==> config.mk <==
export PLATFORM = sky130hd
export DESIGN_NAME = position_frame_builder_crc16_core_flat
export DESIGN_NICKNAME = d
export VERILOG_FILES = /design/src/design/pfb_pkg.sv /design/src/design/pfb_intf.sv /design/src/design/position_frame_builder_crc16_core.sv /design/src/design/pfb_cfg_regs.sv /design/src/design/pfb_front.sv /design/src/design/pfb_serializer.sv /design/src/flat_wrapper.sv
export SDC_FILE = /design/constraint.sdc
export NUM_CORES = 1
export LEC_CHECK = 0
export BUFFER_PORTS_ARGS = -buffer_cell sky130_fd_sc_hd__buf_4
export CAP_MARGIN = 20
export CORE_MARGIN = 4
export CORE_UTILIZATION = 60
export CTS_CLUSTER_SIZE = 30
export DETAILED_ROUTE_END_ITERATION = 16
export PLACE_DENSITY = 0.84
export SKIP_LAST_GASP = 1
export SYNTH_ARGS = -nofsm -noshare
export SYNTH_HDL_FRONTEND = slang
export SYNTH_SLANG_ARGS = --single-unit
export TNS_END_PERCENT = 50
==> constraint.sdc <==
create_clock -name clk -period 7.8 [get_ports clk]
set_input_delay 0.78 -clock clk [delete_from_list [all_inputs] [get_ports clk]]
set_output_delay 0.78 -clock clk [all_outputs]
set_load 0.02 [all_outputs]
==> src/design/pfb_pkg.sv <==
// Shared types, constants and the CRC byte update for the position frame builder.
package pfb_pkg;

  // Configuration port widths and register indexes.
  localparam int CfgIdxW  = 8;
  localparam int CfgDataW = 8;

  typedef enum logic [CfgIdxW-1:0] {
    CFG_START_MARKER = 8'd0,
    CFG_END_MARKER   = 8'd1
  } cfg_idx_t;

  // Marker reset values.
  localparam logic [7:0] StartMarkerRst = 8'hAA;
  localparam logic [7:0] EndMarkerRst   = 8'h55;

  // CRC-16 AUG-CCITT parameters.
  localparam logic [15:0] CrcPoly = 16'h1021;
  localparam logic [15:0] CrcInit = 16'h1D0F;

  // Default depth of the record queue between front and back.
  localparam int QueueDepthDflt = 2;

  // One input record.
  typedef struct packed {
    logic [7:0]         status_flag;
    logic signed [15:0] pos_x;
    logic signed [15:0] pos_y;
    logic signed [15:0] heading_deg;
  } rec_t;

  // Marker bytes handed from the register block to the serializer.
  typedef struct packed {
    logic [7:0] start_marker;
    logic [7:0] end_marker;
  } markers_t;

  // Byte position within the outgoing frame.
  typedef enum logic [3:0] {
    POS_START,
    POS_FLAG,
    POS_XH,
    POS_XL,
    POS_YH,
    POS_YL,
    POS_HDG_H,
    POS_HDG_L,
    POS_CRC_H,
    POS_CRC_L,
    POS_END
  } frame_pos_t;

  // Fold one byte into the running CRC, MSB first.
  function automatic logic [15:0] crc_byte(input logic [15:0] crc, input logic [7:0] data);
    logic [15:0] c;
    c = crc ^ {data, 8'h00};
    for (int b = 0; b < 8; b++) begin
      if (c[15]) begin
        c = {c[14:0], 1'b0} ^ CrcPoly;
      end else begin
        c = {c[14:0], 1'b0};
      end
    end
    return c;
  endfunction

endpackage

==> src/design/pfb_intf.sv <==
// Channel interfaces: record input, frame byte output and configuration writes.
interface pfb_rec_if;
  import pfb_pkg::*;
  logic               valid;
  logic               ready;
  logic [7:0]         status_flag;
  logic signed [15:0] pos_x;
  logic signed [15:0] pos_y;
  logic signed [15:0] heading_deg;

  modport source (output valid, status_flag, pos_x, pos_y, heading_deg, input ready);
  modport sink   (input valid, status_flag, pos_x, pos_y, heading_deg, output ready);
endinterface

interface pfb_byte_if;
  logic       valid;
  logic       ready;
  logic [7:0] frame_byte;
  logic       frame_last;

  modport source (output valid, frame_byte, frame_last, input ready);
  modport sink   (input valid, frame_byte, frame_last, output ready);
endinterface

interface pfb_cfg_if;
  import pfb_pkg::*;
  logic                valid;
  logic                ready;
  logic [CfgIdxW-1:0]  index;
  logic [CfgDataW-1:0] data;

  modport source (output valid, index, data, input ready);
  modport sink   (input valid, index, data, output ready);
endinterface

==> src/design/position_frame_builder_crc16_core.sv <==
// A record accepted by the serializer is loaded into its record register, and the first
// frame byte then goes into the output register. Throughput: one frame byte per cycle
// while the output accepts, set by the single-byte output register of the serializer;
// a record queue lets input continue while a frame is still going out.
// Reset (synchronous, active low) empties the queue, idles the serializer and
// restores the start and end markers to 0xAA and 0x55.
module position_frame_builder_crc16_core #(
  parameter int QueueDepth = pfb_pkg::QueueDepthDflt
) (
  input  logic       clk,
  input  logic       rst_n,
  pfb_rec_if.sink    in_rec,
  pfb_byte_if.source out_frame,
  pfb_cfg_if.sink    cfg_wr
);
  import pfb_pkg::*;

  logic     q_valid;
  logic     q_ready;
  rec_t     q_data;
  markers_t markers;

  // Marker registers.
  pfb_cfg_regs u_cfg (
    .clk     (clk),
    .rst_n   (rst_n),
    .cfg     (cfg_wr),
    .markers (markers)
  );

  // Record intake and queue.
  pfb_front #(
    .QueueDepth (QueueDepth)
  ) u_front (
    .clk     (clk),
    .rst_n   (rst_n),
    .in_rec  (in_rec),
    .q_valid (q_valid),
    .q_ready (q_ready),
    .q_data  (q_data)
  );

  // Frame serializer with running CRC.
  pfb_serializer u_ser (
    .clk       (clk),
    .rst_n     (rst_n),
    .q_valid   (q_valid),
    .q_ready   (q_ready),
    .q_data    (q_data),
    .markers   (markers),
    .out_frame (out_frame)
  );
endmodule

==> src/design/pfb_cfg_regs.sv <==
// Configuration register block holding the start and end marker bytes.
module pfb_cfg_regs (
  input  logic              clk,
  input  logic              rst_n,
  pfb_cfg_if.sink           cfg,
  output pfb_pkg::markers_t markers
);
  import pfb_pkg::*;

  logic [7:0] start_r;
  logic [7:0] end_r;

  // Writes are always taken; unknown indexes are dropped.
  assign cfg.ready = 1'b1;

  always_ff @(posedge clk) begin
    if (!rst_n) begin
      start_r <= StartMarkerRst;
      end_r   <= EndMarkerRst;
    end else if (cfg.valid) begin
      unique case (cfg.index)
        CFG_START_MARKER: start_r <= cfg.data;
        CFG_END_MARKER:   end_r   <= cfg.data;
        default: ;
      endcase
    end
  end

  assign markers.start_marker = start_r;
  assign markers.end_marker   = end_r;
endmodule

==> src/design/pfb_front.sv <==
// Front end: accepts records and holds them in a short queue for the serializer.
module pfb_front #(
  parameter int QueueDepth = pfb_pkg::QueueDepthDflt
) (
  input  logic          clk,
  input  logic          rst_n,
  pfb_rec_if.sink       in_rec,
  output logic          q_valid,
  input  logic          q_ready,
  output pfb_pkg::rec_t q_data
);
  import pfb_pkg::*;

  localparam int PtrW = (QueueDepth > 1) ? $clog2(QueueDepth) : 1;
  localparam int CntW = $clog2(QueueDepth + 1);
  localparam logic [PtrW-1:0] LastPtr = PtrW'(QueueDepth - 1);
  localparam logic [CntW-1:0] FullCnt = CntW'(QueueDepth);

  rec_t            mem_r [QueueDepth];
  logic [PtrW-1:0] wr_ptr_r, wr_ptr_nxt;
  logic [PtrW-1:0] rd_ptr_r, rd_ptr_nxt;
  logic [CntW-1:0] cnt_r, cnt_nxt;
  logic            push, pop;
  rec_t            in_word;

  // Pack the incoming fields into one record.
  assign in_word.status_flag = in_rec.status_flag;
  assign in_word.pos_x       = in_rec.pos_x;
  assign in_word.pos_y       = in_rec.pos_y;
  assign in_word.heading_deg = in_rec.heading_deg;

  assign in_rec.ready = (cnt_r != FullCnt);
  assign push         = in_rec.valid && in_rec.ready;
  assign q_valid      = (cnt_r != '0);
  assign pop          = q_valid && q_ready;
  assign q_data       = mem_r[rd_ptr_r];

  // Pointer and fill count updates, wrapping at the queue depth.
  always_comb begin
    wr_ptr_nxt = wr_ptr_r;
    rd_ptr_nxt = rd_ptr_r;
    cnt_nxt    = cnt_r;
    if (push) begin
      wr_ptr_nxt = (wr_ptr_r == LastPtr) ? '0 : wr_ptr_r + 1'b1;
    end
    if (pop) begin
      rd_ptr_nxt = (rd_ptr_r == LastPtr) ? '0 : rd_ptr_r + 1'b1;
    end
    if (push && !pop) begin
      cnt_nxt = cnt_r + 1'b1;
    end else if (pop && !push) begin
      cnt_nxt = cnt_r - 1'b1;
    end
  end

  always_ff @(posedge clk) begin
    if (!rst_n) begin
      wr_ptr_r <= '0;
      rd_ptr_r <= '0;
      cnt_r    <= '0;
    end else begin
      wr_ptr_r <= wr_ptr_nxt;
      rd_ptr_r <= rd_ptr_nxt;
      cnt_r    <= cnt_nxt;
    end
  end

  // Queue storage needs no reset.
  always_ff @(posedge clk) begin
    if (push) begin
      mem_r[wr_ptr_r] <= in_word;
    end
  end
endmodule

==> src/design/pfb_serializer.sv <==
// Back end: walks one record through the eleven frame bytes, folding the CRC in as it goes.
module pfb_serializer (
  input  logic              clk,
  input  logic              rst_n,
  input  logic              q_valid,
  output logic              q_ready,
  input  pfb_pkg::rec_t     q_data,
  input  pfb_pkg::markers_t markers,
  pfb_byte_if.source        out_frame
);
  import pfb_pkg::*;

  rec_t       rec_r, rec_nxt;
  frame_pos_t pos_r, pos_nxt;
  logic       busy_r, busy_nxt;
  logic [15:0] crc_r, crc_nxt;
  logic       out_valid_r, out_valid_nxt;
  logic [7:0] out_byte_r, out_byte_nxt;
  logic       out_last_r, out_last_nxt;

  logic       adv, emit, pop, crc_upd;
  logic [7:0] sel_byte;

  // The output slot can take a byte when empty or being drained.
  assign adv     = !out_valid_r || out_frame.ready;
  assign emit    = busy_r && adv;
  assign q_ready = !busy_r || (adv && (pos_r == POS_END));
  assign pop     = q_valid && q_ready;

  // Next frame position and busy flag.
  always_comb begin
    pos_nxt  = pos_r;
    busy_nxt = busy_r;
    rec_nxt  = rec_r;
    if (emit) begin
      unique case (pos_r)
        POS_START: pos_nxt = POS_FLAG;
        POS_FLAG:  pos_nxt = POS_XH;
        POS_XH:    pos_nxt = POS_XL;
        POS_XL:    pos_nxt = POS_YH;
        POS_YH:    pos_nxt = POS_YL;
        POS_YL:    pos_nxt = POS_HDG_H;
        POS_HDG_H: pos_nxt = POS_HDG_L;
        POS_HDG_L: pos_nxt = POS_CRC_H;
        POS_CRC_H: pos_nxt = POS_CRC_L;
        POS_CRC_L: pos_nxt = POS_END;
        POS_END:   pos_nxt = POS_START;
        default:   pos_nxt = POS_START;
      endcase
      if (pos_r == POS_END) begin
        busy_nxt = 1'b0;
      end
    end
    if (pop) begin
      pos_nxt  = POS_START;
      busy_nxt = 1'b1;
      rec_nxt  = q_data;
    end
  end

  // Byte selection, CRC update and output register contents.
  always_comb begin
    crc_upd = 1'b0;
    unique case (pos_r)
      POS_START: sel_byte = markers.start_marker;
      POS_FLAG:  sel_byte = rec_r.status_flag;
      POS_XH:    sel_byte = rec_r.pos_x[15:8];
      POS_XL:    sel_byte = rec_r.pos_x[7:0];
      POS_YH:    sel_byte = rec_r.pos_y[15:8];
      POS_YL:    sel_byte = rec_r.pos_y[7:0];
      POS_HDG_H: sel_byte = rec_r.heading_deg[15:8];
      POS_HDG_L: sel_byte = rec_r.heading_deg[7:0];
      POS_CRC_H: sel_byte = crc_r[15:8];
      POS_CRC_L: sel_byte = crc_r[7:0];
      POS_END:   sel_byte = markers.end_marker;
      default:   sel_byte = markers.end_marker;
    endcase

    unique case (pos_r) inside
      POS_FLAG, POS_XH, POS_XL, POS_YH, POS_YL, POS_HDG_H, POS_HDG_L: crc_upd = 1'b1;
      default: crc_upd = 1'b0;
    endcase

    crc_nxt = crc_r;
    if (emit && crc_upd) begin
      crc_nxt = crc_byte(crc_r, sel_byte);
    end
    if (pop) begin
      crc_nxt = CrcInit;
    end

    out_valid_nxt = out_valid_r;
    out_byte_nxt  = out_byte_r;
    out_last_nxt  = out_last_r;
    if (emit) begin
      out_valid_nxt = 1'b1;
      out_byte_nxt  = sel_byte;
      out_last_nxt  = (pos_r == POS_END);
    end else if (out_frame.ready) begin
      out_valid_nxt = 1'b0;
    end
  end

  // Control state.
  always_ff @(posedge clk) begin
    if (!rst_n) begin
      pos_r       <= POS_START;
      busy_r      <= 1'b0;
      out_valid_r <= 1'b0;
    end else begin
      pos_r       <= pos_nxt;
      busy_r      <= busy_nxt;
      out_valid_r <= out_valid_nxt;
    end
  end

  // Payload registers.
  always_ff @(posedge clk) begin
    rec_r      <= rec_nxt;
    crc_r      <= crc_nxt;
    out_byte_r <= out_byte_nxt;
    out_last_r <= out_last_nxt;
  end

  assign out_frame.valid      = out_valid_r;
  assign out_frame.frame_byte = out_byte_r;
  assign out_frame.frame_last = out_last_r;
endmodule
==> src/flat_wrapper.sv <==
// flat-port wrapper written by rule: the top's interface ports become plain ports
module position_frame_builder_crc16_core_flat import pfb_pkg::*;
#(
  parameter int QueueDepth = pfb_pkg::QueueDepthDflt
)
  (clk, rst_n, in_rec_valid, in_rec_status_flag, in_rec_pos_x, in_rec_pos_y, in_rec_heading_deg, in_rec_ready, out_frame_valid, out_frame_frame_byte, out_frame_frame_last, out_frame_ready, cfg_wr_valid, cfg_wr_index, cfg_wr_data, cfg_wr_ready);
  pfb_rec_if in_rec_i ();
  pfb_byte_if out_frame_i ();
  pfb_cfg_if cfg_wr_i ();
  input  logic clk;
  input  logic rst_n;
  input wire logic [$bits(in_rec_i.valid)-1:0] in_rec_valid;
  input wire logic [$bits(in_rec_i.status_flag)-1:0] in_rec_status_flag;
  input wire logic [$bits(in_rec_i.pos_x)-1:0] in_rec_pos_x;
  input wire logic [$bits(in_rec_i.pos_y)-1:0] in_rec_pos_y;
  input wire logic [$bits(in_rec_i.heading_deg)-1:0] in_rec_heading_deg;
  output wire logic [$bits(in_rec_i.ready)-1:0] in_rec_ready;
  output wire logic [$bits(out_frame_i.valid)-1:0] out_frame_valid;
  output wire logic [$bits(out_frame_i.frame_byte)-1:0] out_frame_frame_byte;
  output wire logic [$bits(out_frame_i.frame_last)-1:0] out_frame_frame_last;
  input wire logic [$bits(out_frame_i.ready)-1:0] out_frame_ready;
  input wire logic [$bits(cfg_wr_i.valid)-1:0] cfg_wr_valid;
  input wire logic [$bits(cfg_wr_i.index)-1:0] cfg_wr_index;
  input wire logic [$bits(cfg_wr_i.data)-1:0] cfg_wr_data;
  output wire logic [$bits(cfg_wr_i.ready)-1:0] cfg_wr_ready;
  assign in_rec_i.valid = in_rec_valid;
  assign in_rec_i.status_flag = in_rec_status_flag;
  assign in_rec_i.pos_x = in_rec_pos_x;
  assign in_rec_i.pos_y = in_rec_pos_y;
  assign in_rec_i.heading_deg = in_rec_heading_deg;
  assign in_rec_ready = in_rec_i.ready;
  assign out_frame_valid = out_frame_i.valid;
  assign out_frame_frame_byte = out_frame_i.frame_byte;
  assign out_frame_frame_last = out_frame_i.frame_last;
  assign out_frame_i.ready = out_frame_ready;
  assign cfg_wr_i.valid = cfg_wr_valid;
  assign cfg_wr_i.index = cfg_wr_index;
  assign cfg_wr_i.data = cfg_wr_data;
  assign cfg_wr_ready = cfg_wr_i.ready;
  position_frame_builder_crc16_core #(.QueueDepth(QueueDepth)) u_core (.clk(clk), .rst_n(rst_n), .in_rec(in_rec_i), .out_frame(out_frame_i), .cfg_wr(cfg_wr_i));
endmodule
-- Yosys cells after proc, flatten, opt, wreduce, memory -nomap -nowiden
Memories as Yosys holds them, arrays and structs flattened. A register that Yosys moved wholly into a read port is not among the register bits.
Index checks and enable logic that the tools add are counted.
- register bits: 47
- latch bits: 0
- memory bits (writable): 112
- ROM bits: 64
- input port bits: 77
- output and inout bits: 12
- logic and storage cells: 91
- memories kept: 2
- memory list (name ; words ; width ; read ports ; clocked after memory_dff ; wr ports ; RTL line ; source):
    u_core.u_front.mem_r ; 2 ; 56 ; 1 ; 1 ; 1 ; pfb_front.sv:19 ; rec_t mem_r [QueueDepth];
    (name not given) ; 16 ; 4 ; 1 ; 1 ; 0 ; pfb_serializer.sv:36 ; unique case (pos_r)
- $add $sub $neg: 4
- multipliers: 0
- div/mod/pow operators: 0
- order comparisons: 0
- eq/ne operators: 12
- shift-type cells: 0
- muxes and demuxes: 28
- bitwise logic cells: 10
- reduce and logical (&&, ||, !) cells: 25
- operators by type and width (cell ; count):
    16-bit two-way mux ; 7
    13-bit two-way mux ; 8
    8-bit case mux with 10 select lines ; 1
    3-bit NOT ; 8
    4-bit by 3-bit equality test with 1-bit output, second input constant ; 4
    16-bit XOR ; 1
    4-bit equality test, second input constant ; 3
    1-bit two-way mux ; 10
    2-bit nonzero test ; 5
    4-bit by 2-bit equality test with 1-bit output, second input constant ; 2
    8-bit by 1-bit equality test with 1-bit output, second input constant ; 1
    8-bit zero test ; 1
    1-bit logical AND ; 7
    7-bit OR reduction ; 1
    2-bit AND reduction ; 3
    4-bit by 1-bit equality test with 1-bit output, second input constant ; 1
    1-bit zero test ; 4
    4-bit zero test ; 1
    2-bit two-way mux ; 2
    1-bit adder, second input constant ; 2
    2-bit by 1-bit adder with 2-bit output, second input constant ; 1
    1-bit logical OR ; 2
    2-bit inequality test, second input constant ; 1
    2-bit OR reduction ; 1
    2 further kinds ; 2

-- Logic depth before layout (Yosys ltp)
Gate-level depths: netlist (run 1).
- depth after elaboration: 26
- mapped depth: 13
- gate-level depth less buffers: 10

-- Hierarchy
A second synthesis (run 1) with hierarchy kept.
- cell total of the unflattened synthesis: 578
- area total of the unflattened synthesis: 8892.3 µm²
- modules (own cells, without submodules) (module ; instances ; cells an instance ; area each (µm²) ; seq. area each (µm²)):
    pfb_front ; 1 ; 198 ; 4276.6 ; 3463.3
    pfb_serializer ; 1 ; 306 ; 3877.5 ; 2392.3
    pfb_cfg_regs ; 1 ; 74 ; 738.2 ; 320.3

-- Least setup slack after synthesis (run 1)
No wires, ideal clock.
- kind: input to register
- start point: input in_rec_valid
- end point: memory u_core.u_front.mem_r[0][0] (netlist name) (enable)
- library setup time: 0.471 ns
- data arrival time: 3.231 ns
- required time: 7.329 ns
- setup slack: 4.098 ns
- stages on the path: 2
- buffers on the path: 0
- cell sequence: nand2_1 -> nor2_1
- cells in the longest elaborated chain, start to end: 3
- RTL lines (element ; RTL line ; source):
    start: declaration ; flat_wrapper.sv:12 ; input wire logic [$bits(in_rec_i.valid)-1:0] in_rec_valid;
    1-bit logical AND ; pfb_front.sv:33 ; assign push = in_rec.valid && in_rec.ready;
    1-bit two-way mux ; pfb_front.sv:70 ; if (push) begin
    1-bit two-way mux (implied by the code) ; pfb_front.sv:71 ; mem_r[wr_ptr_r] <= in_word;
    end: declaration ; pfb_front.sv:19 ;
No other way between the ends.

-- Worst setup path after layout (run 1)
- start point: register u_core.u_ser.pos_r[1]
- end point: register u_core.u_ser.crc_r[8]
- elaborated cells on any way between the ends: 32
- those cells by class: eq/ne (10); mux (14); bitwise (2); reduce/logical (6)
- RTL lines (element ; RTL line ; source):
    start: declaration ; pfb_serializer.sv:14 ; frame_pos_t pos_r, pos_nxt;
    4-bit equality test (tied with other cells) ; pfb_serializer.sv:64 ; unique case (pos_r)
    8-bit case mux with 10 select lines (*) ; pfb_serializer.sv:64 ;
    named net u_core.u_ser.sel_byte[7] ; pfb_serializer.sv:22 ; logic [7:0] sel_byte;
    16-bit XOR (*) ; pfb_pkg.sv:56 ; c = crc ^ {data, 8'h00};
    13-bit two-way mux (*) ; pfb_pkg.sv:58 ; if (c[15]) begin
    16-bit two-way mux (*) (4 in a row) ; pfb_serializer.sv:85 ; if (emit && crc_upd) begin
    13-bit two-way mux (*) ; pfb_pkg.sv:58 ;
    16-bit two-way mux (*) ; pfb_serializer.sv:85 ;
    13-bit two-way mux (*) ; pfb_pkg.sv:58 ;
    16-bit two-way mux (*) ; pfb_serializer.sv:85 ;
    13-bit two-way mux (*) ; pfb_pkg.sv:58 ;
    16-bit two-way mux (*) ; pfb_serializer.sv:85 ;
    13-bit two-way mux (*) ; pfb_pkg.sv:58 ;
    end signal: assignment ; pfb_serializer.sv:120 ; crc_r <= crc_nxt;
    end: declaration ; pfb_serializer.sv:16 ; logic [15:0] crc_r, crc_nxt;
The timed path passes the listed nets; every way through them passes the cells marked *. The select of a mux whose other input is x is not followed.
A chain may end at the register's enable or synchronous reset.

==> results of run 1 <==
-- report_power, final --
part	switching, µW	internal (µW)	leakage, µW
Clock	417	590	0.000343
Combinational	650	474	0.00130
Sequential	119	1610	0.00200
Total	1190	2670	0.00365
-- path summary, 6_finish.rpt --
| kind | from | slack [ns] | cells after the start | to |
|---|---|---|---|---|
| max | u_core.u_ser.pos_r[1] | 4.29 | 10 | u_core.u_ser.crc_r[8] |
| min | in_rec_pos_y[1] | 0.45 | 1 | u_core.u_front.mem_r[1][17] |
| max reg2reg | u_core.u_ser.pos_r[1] | 4.29 | 10 | u_core.u_ser.crc_r[8] |
| min reg2reg | u_core.u_cfg.start_r[7] | 0.49 | 2 | u_core.u_cfg.start_r[7] |
-- layer usage --
metal  wire length (µm)  part of all wire, %  up-vias
li1                   -                    -     2289
met1               6850                   41     2464
met2               8690                   52      175
met3                956                  5.7       36
met4                365                  2.2        0
met5                  0                    0        -
-- stage by stage --
step	hold slack [ns]	cell area (µm²)	utilization, %
finish	0.454	10200	72.7
global route	0.424	10200	72.7
CTS	0.434	10200	72.7
detailed placement	0.469	9500	67.7
global placement	0.458	9480	67.5
floorplan	0.443	8710	-
-- kinds of logic (layout without fill, tap and decap cells) --
kind of cell               after synthesis  in the layout  synth area share (%)
AOI/OAI and AO/OA                      102            102                  9.16
muxes                                   73             73                  9.19
and+or+nand+nor                         87             87                  4.94
xor gates and xnor gates                28             28                  3.15
DFF                                    219            219                  70.7
other                                    1              1                0.0430
adders and majority gates                6              6                 0.862
buffers and inverters                   34            139                  1.98
-- synthesized netlist by cell type (all sizes together), types with 2 or more instances --
cell type  instances  share of area, %
xnor2             23               2.5
clkbuf            13              0.56
inv                7              0.30
nor2b             10              0.72
mux2              56               7.2
a32oi              2              0.20
o211ai             8              0.69
a311oi             2              0.20
xor2               4              0.40
o21a               2              0.17
a211oi             6              0.57
edfxtp           177                61
or3                2              0.14
ha                 6              0.86
nand3              3              0.17
mux2i             17               2.0
o21ai             11              0.63
o31ai              2              0.17
buf               13               1.1
nor2              16              0.69
nor3               3              0.23
dfxtp             42               9.7
and3               3              0.22
a21boi             4              0.34
a22o               6              0.60
a41oi              2              0.37
nand2b             3              0.22
a21oi             24               1.7
and2               4              0.29
a22oi             12               1.0
a221oi             6              0.82
nor4               2              0.32
a222oi             8              0.92
nand2             38               1.6
-- registers in the layout (all words and copies together) (netlist names) --
name                               flops
u_core.u_front.rd_ptr_r                1
u_core.u_front.wr_ptr_r                1
u_core.u_cfg.start_r                   8
u_core.u_ser.crc_r                    16
u_core.u_ser.pos_r                     4
u_core.u_ser.out_frame.valid           1
u_core.u_ser.busy_r                    1
u_core.u_ser.rec_r                    56
u_core.u_front.mem_r                 112
u_core.u_ser.out_frame.frame_last      1
u_core.u_cfg.end_r                     8
u_core.u_front.cnt_r                   2
u_core.u_ser.out_frame.frame_byte      8
-- final cells by class --
cell class,count,area [µm²]
Sequential cell,219,6160
Clock buffer,27,569
Multi-Input combinational cell,297,2400
Timing Repair Buffer,92,703
Fill cell,866,3830
Clock inverter,12,134
Inverter,8,30.0
Tap cell,180,225
==> results_dict.tcl, run 1 <==
set metrics [dict create \
    synth-async-reset-ratio_pct 0 \
    core_mm2 0.0140 \
    grtUsageTotal_pct 20.8 \
    p_per_area_mw_per_mm2 377 \
    syn_area_per_cell_um2 15.8 \
    total_leakage_power_uw 0.00365 \
    placedCellCount 795 \
    synth_warnings 0 \
    place_hpwl_um 11100 \
    layout-drive-gt1-share_pct 30.2 \
    layout_commonest_cell "edfxtp_1" \
    die-area_mm2 0.0165 \
    clockRootBuffer "clkbuf_16" \
    die_w_um 128 \
    grt_antenna_before_repair 0 \
    cts_sinks 219 \
    slew_headroom_pct 26.8 \
    cp_num_buf_inv 1 \
    syn_nets 633 \
    crit_arrival_ns 3.90 \
    finalSetupViolCount 0 \
    boundaryPins 89 \
    holdCritPathClass "primary input to flip-flop" \
    syn-cell-area_mm2 0.00871 \
    wl_um 16900 \
    nets 723 \
    global_route.usage.met1_pct 27.5 \
    via_per_inst 5.94 \
    grt_pass1_vias 5124 \
    wire_per_inst_um 20.2 \
    worstSkewPairLatency_ns 0.51 \
    final_cell_mix "edfxtp_1 (177), buf_4 (91), mux2_2 (56), dfxtp_1 (41), nand2_1 (38)" \
    end_kind "flip-flop" \
    dieHeight_um 128 \
    place_ws_ns 4.30 \
    portBuffers 87 \
    routabilityCongestion 0.905 \
    ant_nets 0 \
    setup_tns_ns 0 \
    status "finished, final reports clean" \
    use_met2_pct 36.2 \
    tightest_slew_ns 1.10 \
    antenna_cells 0 \
    overflow 0 \
    period_share_pct 45.0 \
    cts.repair_timing.setup_buffer_count 0 \
    setup_ws_ns 4.29 \
    synthFlopType "edfxtp_1" \
    cts-buffers-inserted 22 \
    htreeDepth 1 \
    max_stage_delay_ns 0.86 \
    path_cells "inv_1 > ha_1 > o21bai_1 > a21o_2 > nor3_2 > a21oi_4 > xnor2_2 > xor2_1 > and3_1 > a2111o_1" \
    fin_skew_ns 0.0110 \
    row_count 43 \
    worstPathRequired_ns 8.19 \
    cts_tree "built" \
    drt_iter0_markers 533 \
    area_delta_synth_final_pct 17.3 \
    top_usage_layer "met2" \
    finalPower_uw 3850 \
    rsz0062_at_grt "no" \
    grt_max_degree 58 \
    critPathLaunchType "flip-flop" \
    seq_area_frac_synth_pct 70.7 \
    fmax_ghz 0.285 \
    ys_ff_latch 219 \
    peakVddDrop_mv 0.226 \
    cpMaxStageDelayCell "ha_1" \
    postCtsHoldBufs 0 \
    worstSetupPathType "flip-flop to flip-flop" \
    instances_no_fill 835 \
    critPathMaxFanout 23 \
    clk_path_buf_depth 3 \
    cts_resized 0 \
    drc 0 \
    clkTransAtPathRegs_ns 0.06 \
    synth_edf_count 177 \
    syn_inst 550 \
    synth_cell_types 57 \
    cap_violations 0 \
    fin_crit_ns 3.51 \
    grt_use_met3_pct 3.40 \
    drv_slew 0 \
    dr.pass1.iters 6 \
    cp_top_family "compound AO/OA/AOI/OAI gates" \
    num_vias 4964 \
    final-hold-violation-count 0 \
    floorplan.initialDensity_pct 62.0 \
    grt_pass1_wl_um 26700 \
]
No activity file was read; power rests on OpenSTA's default activity.
==> run 2, diff against run 1 <==
--- a/config.mk
+++ b/config.mk
@@ -8,10 +8,10 @@
 export BUFFER_PORTS_ARGS = -buffer_cell sky130_fd_sc_hd__buf_4
 export CAP_MARGIN = 20
 export CORE_MARGIN = 4
-export CORE_UTILIZATION = 60
+export CORE_UTILIZATION = 53
 export CTS_CLUSTER_SIZE = 30
 export DETAILED_ROUTE_END_ITERATION = 16
-export PLACE_DENSITY = 0.84
+export PLACE_DENSITY = 0.79
 export SKIP_LAST_GASP = 1
 export SYNTH_ARGS = -nofsm -noshare
 export SYNTH_HDL_FRONTEND = slang
==> constraint.sdc (replaced) <==
create_clock -name clk -period 3.14 [get_ports clk]
set_input_delay 0.314 -clock clk [delete_from_list [all_inputs] [get_ports clk]]
set_output_delay 0.314 -clock clk [all_outputs]
set_load 0.02 [all_outputs]
==> run 2 against run 1 <==
Against the previous run:
- clock power increased to 2.6 times the previous value
- worst setup slack got worse by 4.1 ns
- clock skew up 0.0012 ns
- combinational power increased to 2.6 times the previous value
- sequential share of layout area decreased by 4.2 points
- flip-flop and latch count unchanged
- non-clock buffer count grew 70
- via count rose by 5.6%
- first-iteration DRC count is 23% lower
- global-route usage shrank 0.48 points
- total power grew to 2.5 times the previous value
- critical path depth increased by 1
- largest cell class unchanged
- highest routed layer unchanged
==> results_dict.tcl, run 2 (synthesized netlist as in run 1, its figures left out) <==
set metrics [dict create \
    dr.pass1.iters 5 \
    grt_pass1_wl_um 29000 \
    dieHeight_um 136 \
    worstSetupPathType "flip-flop to flip-flop" \
    largest_register "u_core.u_front.mem_r" \
    finalSetupViolCount 0 \
    status "finished, final reports clean" \
    top_regs "u_core.u_front.mem_r x112, u_core.u_ser.rec_r x56, u_core.u_ser.crc_r x16" \
    worstPathRequired_ns 3.53 \
    met1Wirelength_um 7660 \
    drc 0 \
    drv_slew 0 \
    critPathMaxFanout 16 \
    clkTransAtPathRegs_ns 0.06 \
    largest_reg_flops 112 \
    die_w_um 136 \
    clockRootBuffer "clkbuf_16" \
    tightest_slew_ns 1.01 \
    nets 794 \
    final_cell_mix "edfxtp_1 (177), buf_4 (103), mux2_2 (56), dlygate4sd3_1 (56), dfxtp_1 (41)" \
    fin_crit_ns 2.97 \
    boundaryPins 89 \
    holdCritPathClass "primary input to flip-flop" \
    clk_path_buf_depth 3 \
    portBuffers 87 \
    rsz0062_at_grt "no" \
    floorplan.initialDensity_pct 54.4 \
    met3_wirelength_um 1080 \
    drt_iter0_markers 411 \
    die-area_mm2 0.0186 \
    grt_antenna_before_repair 0 \
    place_hpwl_um 11800 \
    grt_max_degree 59 \
    fin_skew_ns 0.0122 \
    total_leakage_power_uw 0.00398 \
    period_share_pct 94.6 \
    critPathLaunchType "flip-flop" \
    crit_arrival_ns 3.36 \
    routabilityCongestion 0.854 \
    area_delta_synth_final_pct 26.1 \
    wire_per_inst_um 19.3 \
    cap_violations 0 \
    met2_wirelength_um 9020 \
    slew_headroom_pct 32.7 \
    cts_tree "built" \
    row_count 46 \
    setup_tns_ns 0 \
    end_kind "flip-flop" \
    ant_nets 0 \
    via_per_inst 5.55 \
    cts-buffers-inserted 23 \
    final_util_pct 68.7 \
    cts.repair_timing.setup_buffer_count 0 \
    layout-drive-gt1-share_pct 29.8 \
    final-hold-violation-count 0 \
    grt_pass1_vias 5323 \
    overflow 0 \
    antenna_cells 0 \
    top_layer "met4" \
    htreeDepth 1 \
    worstSkewPairLatency_ns 0.51 \
    cts_sinks 219 \
    wl_um 18200 \
    layout_commonest_cell "edfxtp_1" \
    peakVddDrop_mv 0.628 \
    num_vias 5241 \
    grtUsageTotal_pct 20.3 \
    core_mm2 0.0160 \
    p_per_area_mw_per_mm2 893 \
    fmax_ghz 0.337 \
    fillerInstances 1107 \
]
run 2: changes by cell type in the layout (fill, tap and decap cells not counted), sizes merged:
| cell | before | now |
|---|---|---|
| buf | 92 | 106 |
| clkbuf | 27 | 29 |
| clkinvlp | 0 | 1 |
| dlygate4sd3 | 0 | 56 |
run 2: final timing paths:
kind / depth (start not counted) / slack (ns) / to / start
max reg2reg: 11 / 0.17 / u_core.u_ser.crc_r[8] / u_core.u_ser.pos_r[1]
min reg2reg: 2 / 0.48 / u_core.u_ser.out_frame.valid / u_core.u_ser.busy_r
min: 3 / 0.04 / u_core.u_cfg.end_r[2] / cfg_wr_data[2]
max: 11 / 0.17 / u_core.u_ser.crc_r[8] / u_core.u_ser.pos_r[1]
run 2: per-stage QoR:
stage / hold WS [ns] / instance area (µm²) / power [µW] / cells / worst slack (ns)
detailed placement: 0.474 / 9680 / 7190 / 846 / 0.221
global route: 0.0385 / 11000 / 10300 / 944 / 0.00464
floorplan: 0.413 / 8710 / 6320 / 550 / 0.263
finish: 0.0431 / 11000 / 9810 / 944 / 0.170
global placement: 0.461 / 9680 / 7110 / 846 / 0.308
CTS: 0.0336 / 11000 / 9860 / 944 / 0.203
run 2: layer usage:
| metal | vias up | GRT usage (%) |
|---|---|---|
| li1 | 2442 | - |
| met1 | 2588 | 28.2 |
| met2 | 180 | 33.8 |
| met3 | 31 | 3.11 |
| met4 | 0 | 5.60 |
| met5 | - | 0 |
run 2: where the power goes:
part	switching [µW]	internal [µW]	total, µW
Sequential	336	3990	4320
Combinational	1570	1310	2880
Clock	1080	1530	2610
Total	2990	6830	9810
run 2: critical path, cell delays in order, from the launching register on:
cell	delay (ns)
dfxtp_1	0.42
inv_1	0.10
ha_1	0.32
buf_12	0.21
a221oi_1	0.34
a221oi_2	0.12
nor3_2	0.27
a21oi_4	0.11
xnor2_2	0.17
xor2_1	0.20
and3_1	0.21
a2111o_1	0.37
run 2: layout make-up:
cell class,instances,area (µm²),share of cell area (%)
clock buffers,29,598,5.44
clock inverters,13,134,1.22
inverters,8,30.0,0.273
multi-input cells,297,2400,21.9
flip-flops and latches,219,6160,56.1
well taps,216,270,2.46
repair buffers,162,1390,12.7
run 2: repair_timing:
item,4_1_cts,5_1_grt
endpoints found under the setup margin,0,1
gates resized for setup,0,2
hold buffers,56,0
endpoints found under the hold margin,112,0
==> run 3, diff against run 2 <==
--- a/config.mk
+++ b/config.mk
@@ -5,6 +5,7 @@
 export SDC_FILE = /design/constraint.sdc
 export NUM_CORES = 1
 export LEC_CHECK = 0
+export ABC_CLOCK_PERIOD_IN_PS = 3140
 export BUFFER_PORTS_ARGS = -buffer_cell sky130_fd_sc_hd__buf_4
 export CAP_MARGIN = 20
 export CORE_MARGIN = 4
==> constraint.sdc (replaced) <==
create_clock -name clk -period 3.14 [get_ports clk]
set_input_delay 0 -clock clk [delete_from_list [all_inputs] [get_ports clk]]
set_output_delay 0 -clock clk [all_outputs]
set_load 0.02 [all_outputs]
==> run 3 against run 2 <==
Against the previous run:
- final area up 1.5%
- clock skew shrank 0.0015 ns
- utilization increased by 1.0 points
- sequential power is essentially flat
- clock-buffer cell count grew 2
==> results_dict.tcl, run 3 (synthesized netlist as in run 1, its figures left out) <==
set metrics [dict create \
    status "finished, final reports clean" \
    num_vias 5241 \
    largest_reg_flops 112 \
    cts_sinks 219 \
    grt_max_degree 59 \
    wl_um 18700 \
    core_mm2 0.0160 \
    layout-drive-gt1-share_pct 28.6 \
    use_met2_pct 35.5 \
    fmax_ghz 0.344 \
    tightest_slew_ns 0.975 \
    htreeDepth 1 \
    setup_ws_ns 0.233 \
    finalSetupViolCount 0 \
    floorplan.initialDensity_pct 54.4 \
    holdCritPathClass "primary input to flip-flop" \
    regArea_mm2 0.00616 \
    critPathLaunchType "flip-flop" \
    crit_arrival_ns 3.28 \
    clkTransAtPathRegs_ns 0.06 \
    end_kind "flip-flop" \
    final_cell_mix "edfxtp_1 (177), buf_4 (103), dlygate4sd3_1 (74), mux2_2 (56), dfxtp_1 (41)" \
    p_per_area_mw_per_mm2 875 \
    row_count 46 \
    grt_pass1_vias 5514 \
    drt_iter0_markers 391 \
    worstSetupPathType "flip-flop to flip-flop" \
    period_share_pct 92.6 \
    netSwitchingFraction_pct 29.9 \
    fin_skew_ns 0.0106 \
    clk_path_buf_depth 3 \
    multi_input_area_mm2 0.00241 \
    top_regs "u_core.u_front.mem_r x112, u_core.u_ser.rec_r x56, u_core.u_ser.crc_r x16" \
    die-area_mm2 0.0186 \
    critPathMaxFanout 8 \
    antenna_cells 0 \
    via_per_inst 5.45 \
    nets 812 \
    worstPathRequired_ns 3.52 \
    power_frac_comb_pct 29.7 \
    portBuffers 87 \
    cts-buffers-inserted 23 \
    grt_antenna_before_repair 0 \
    fillerInstances 1108 \
    global_route.usage.met1_pct 27.7 \
    grt_use_met3_pct 2.48 \
    grtUsageTotal_pct 20.6 \
    ant_nets 0 \
    cap_violations 0 \
    area_delta_synth_final_pct 28.0 \
    boundaryPins 89 \
    slew_headroom_pct 34.7 \
    wire_per_inst_um 19.5 \
    dr.pass1.iters 8 \
    peakVddDrop_mv 0.746 \
    fin_crit_ns 2.91 \
    place_hpwl_um 11900 \
    setup_tns_ns 0 \
    place_ws_ns 0.155 \
    overflow 0 \
    cts.repair_timing.setup_buffer_count 0 \
    switching_power_uw 2920 \
    rsz0062_at_grt "no" \
    worstSkewPairLatency_ns 0.49 \
    drv_slew 0 \
    seqPwrFrac_pct 44.3 \
    cts_tree "built" \
    final-hold-violation-count 0 \
    top_usage_layer "met2" \
    dieHeight_um 136 \
    clock_power_share_pct 26.0 \
    internal_power_uw 6840 \
    clockRootBuffer "clkbuf_16" \
    drc 0 \
    largest_register "u_core.u_front.mem_r" \
    die_w_um 136 \
    total_leakage_power_uw 0.00402 \
    layout_commonest_cell "edfxtp_1" \
    grt_pass1_wl_um 29500 \
    routabilityCongestion 0.858 \
]
run 3: changes by cell type in the layout (fill, tap and decap cells not counted), sizes merged:
cell         change
clkbuf           +2
clkinv           -1
dlygate4sd3     +18
clkinvlp         -1
inv              -1
run 3: layer usage:
metal	share of wire (%)	wire length, µm	vias to the layer above
met2	51	9570	150
met5	0	0	-
met4	2.4	447	0
met3	4.6	860	33
met1	42	7870	2580
li1	-	-	2478
run 3: critical path, stage by stage, from the launching register on:
cell and delay [ns]:
dfxtp_1 0.36, ha_1 0.36, a221oi_1 0.60, a221oi_2 0.15
nor3_2 0.25, a21oi_4 0.11, xnor2_2 0.17, xor2_1 0.20
and3_1 0.21, a2111o_1 0.37
run 3: repair_timing:
| action | in CTS | in global routing |
|---|---|---|
| endpoints found under the setup margin | 0 | 2 |
| resized for setup | 0 | 4 |
| hold buffers | 74 | 0 |
| hold endpoints to repair | 138 | 0 |
run 3: power by group through the flow:
stage                     sequential [µW]  clock [µW]  combinational (µW)
after floorplan                      4290           0                2030
after global placement               4370           0                2740
after detailed placement             4380           0                2820
after CTS                            4320        2570                2900
after global routing                 4380        2710                3150
final                                4330        2540                2900
run 3: final cells by class:
| class | count | share of cell area [%] |
|---|---|---|
| Multi-Input combinational cell | 297 | 21.6 |
| Clock buffer | 31 | 5.52 |
| Clock inverter | 10 | 0.830 |
| Tap cell | 216 | 2.42 |
| Inverter | 8 | 0.269 |
| Timing Repair Buffer | 180 | 14.1 |
| Sequential cell | 219 | 55.2 |
run 3: metrics by stage:
step                util [%]  instance area, µm²  hold WS [ns]  std cells  power, µW
global placement        60.5                9680         0.185        846       7110
detailed placement      60.5                9680         0.188        846       7200
floorplan                  -                8710        0.0989        550       6320
finish                  69.7               11100        0.0269        961       9760
global route            69.7               11100        0.0490        961      10200
CTS                     69.6               11100        0.0134        961       9800
run 3: final timing paths:
check | from | endpoint | slack (ns) | depth (start not counted)
min reg2reg | u_core.u_ser.busy_r | u_core.u_ser.out_frame.valid | 0.48 | 2
max reg2reg | u_core.u_ser.pos_r[0] | u_core.u_ser.crc_r[8] | 0.23 | 9
max | u_core.u_ser.pos_r[0] | u_core.u_ser.crc_r[8] | 0.23 | 9
min | in_rec_valid | u_core.u_front.wr_ptr_r | 0.03 | 4
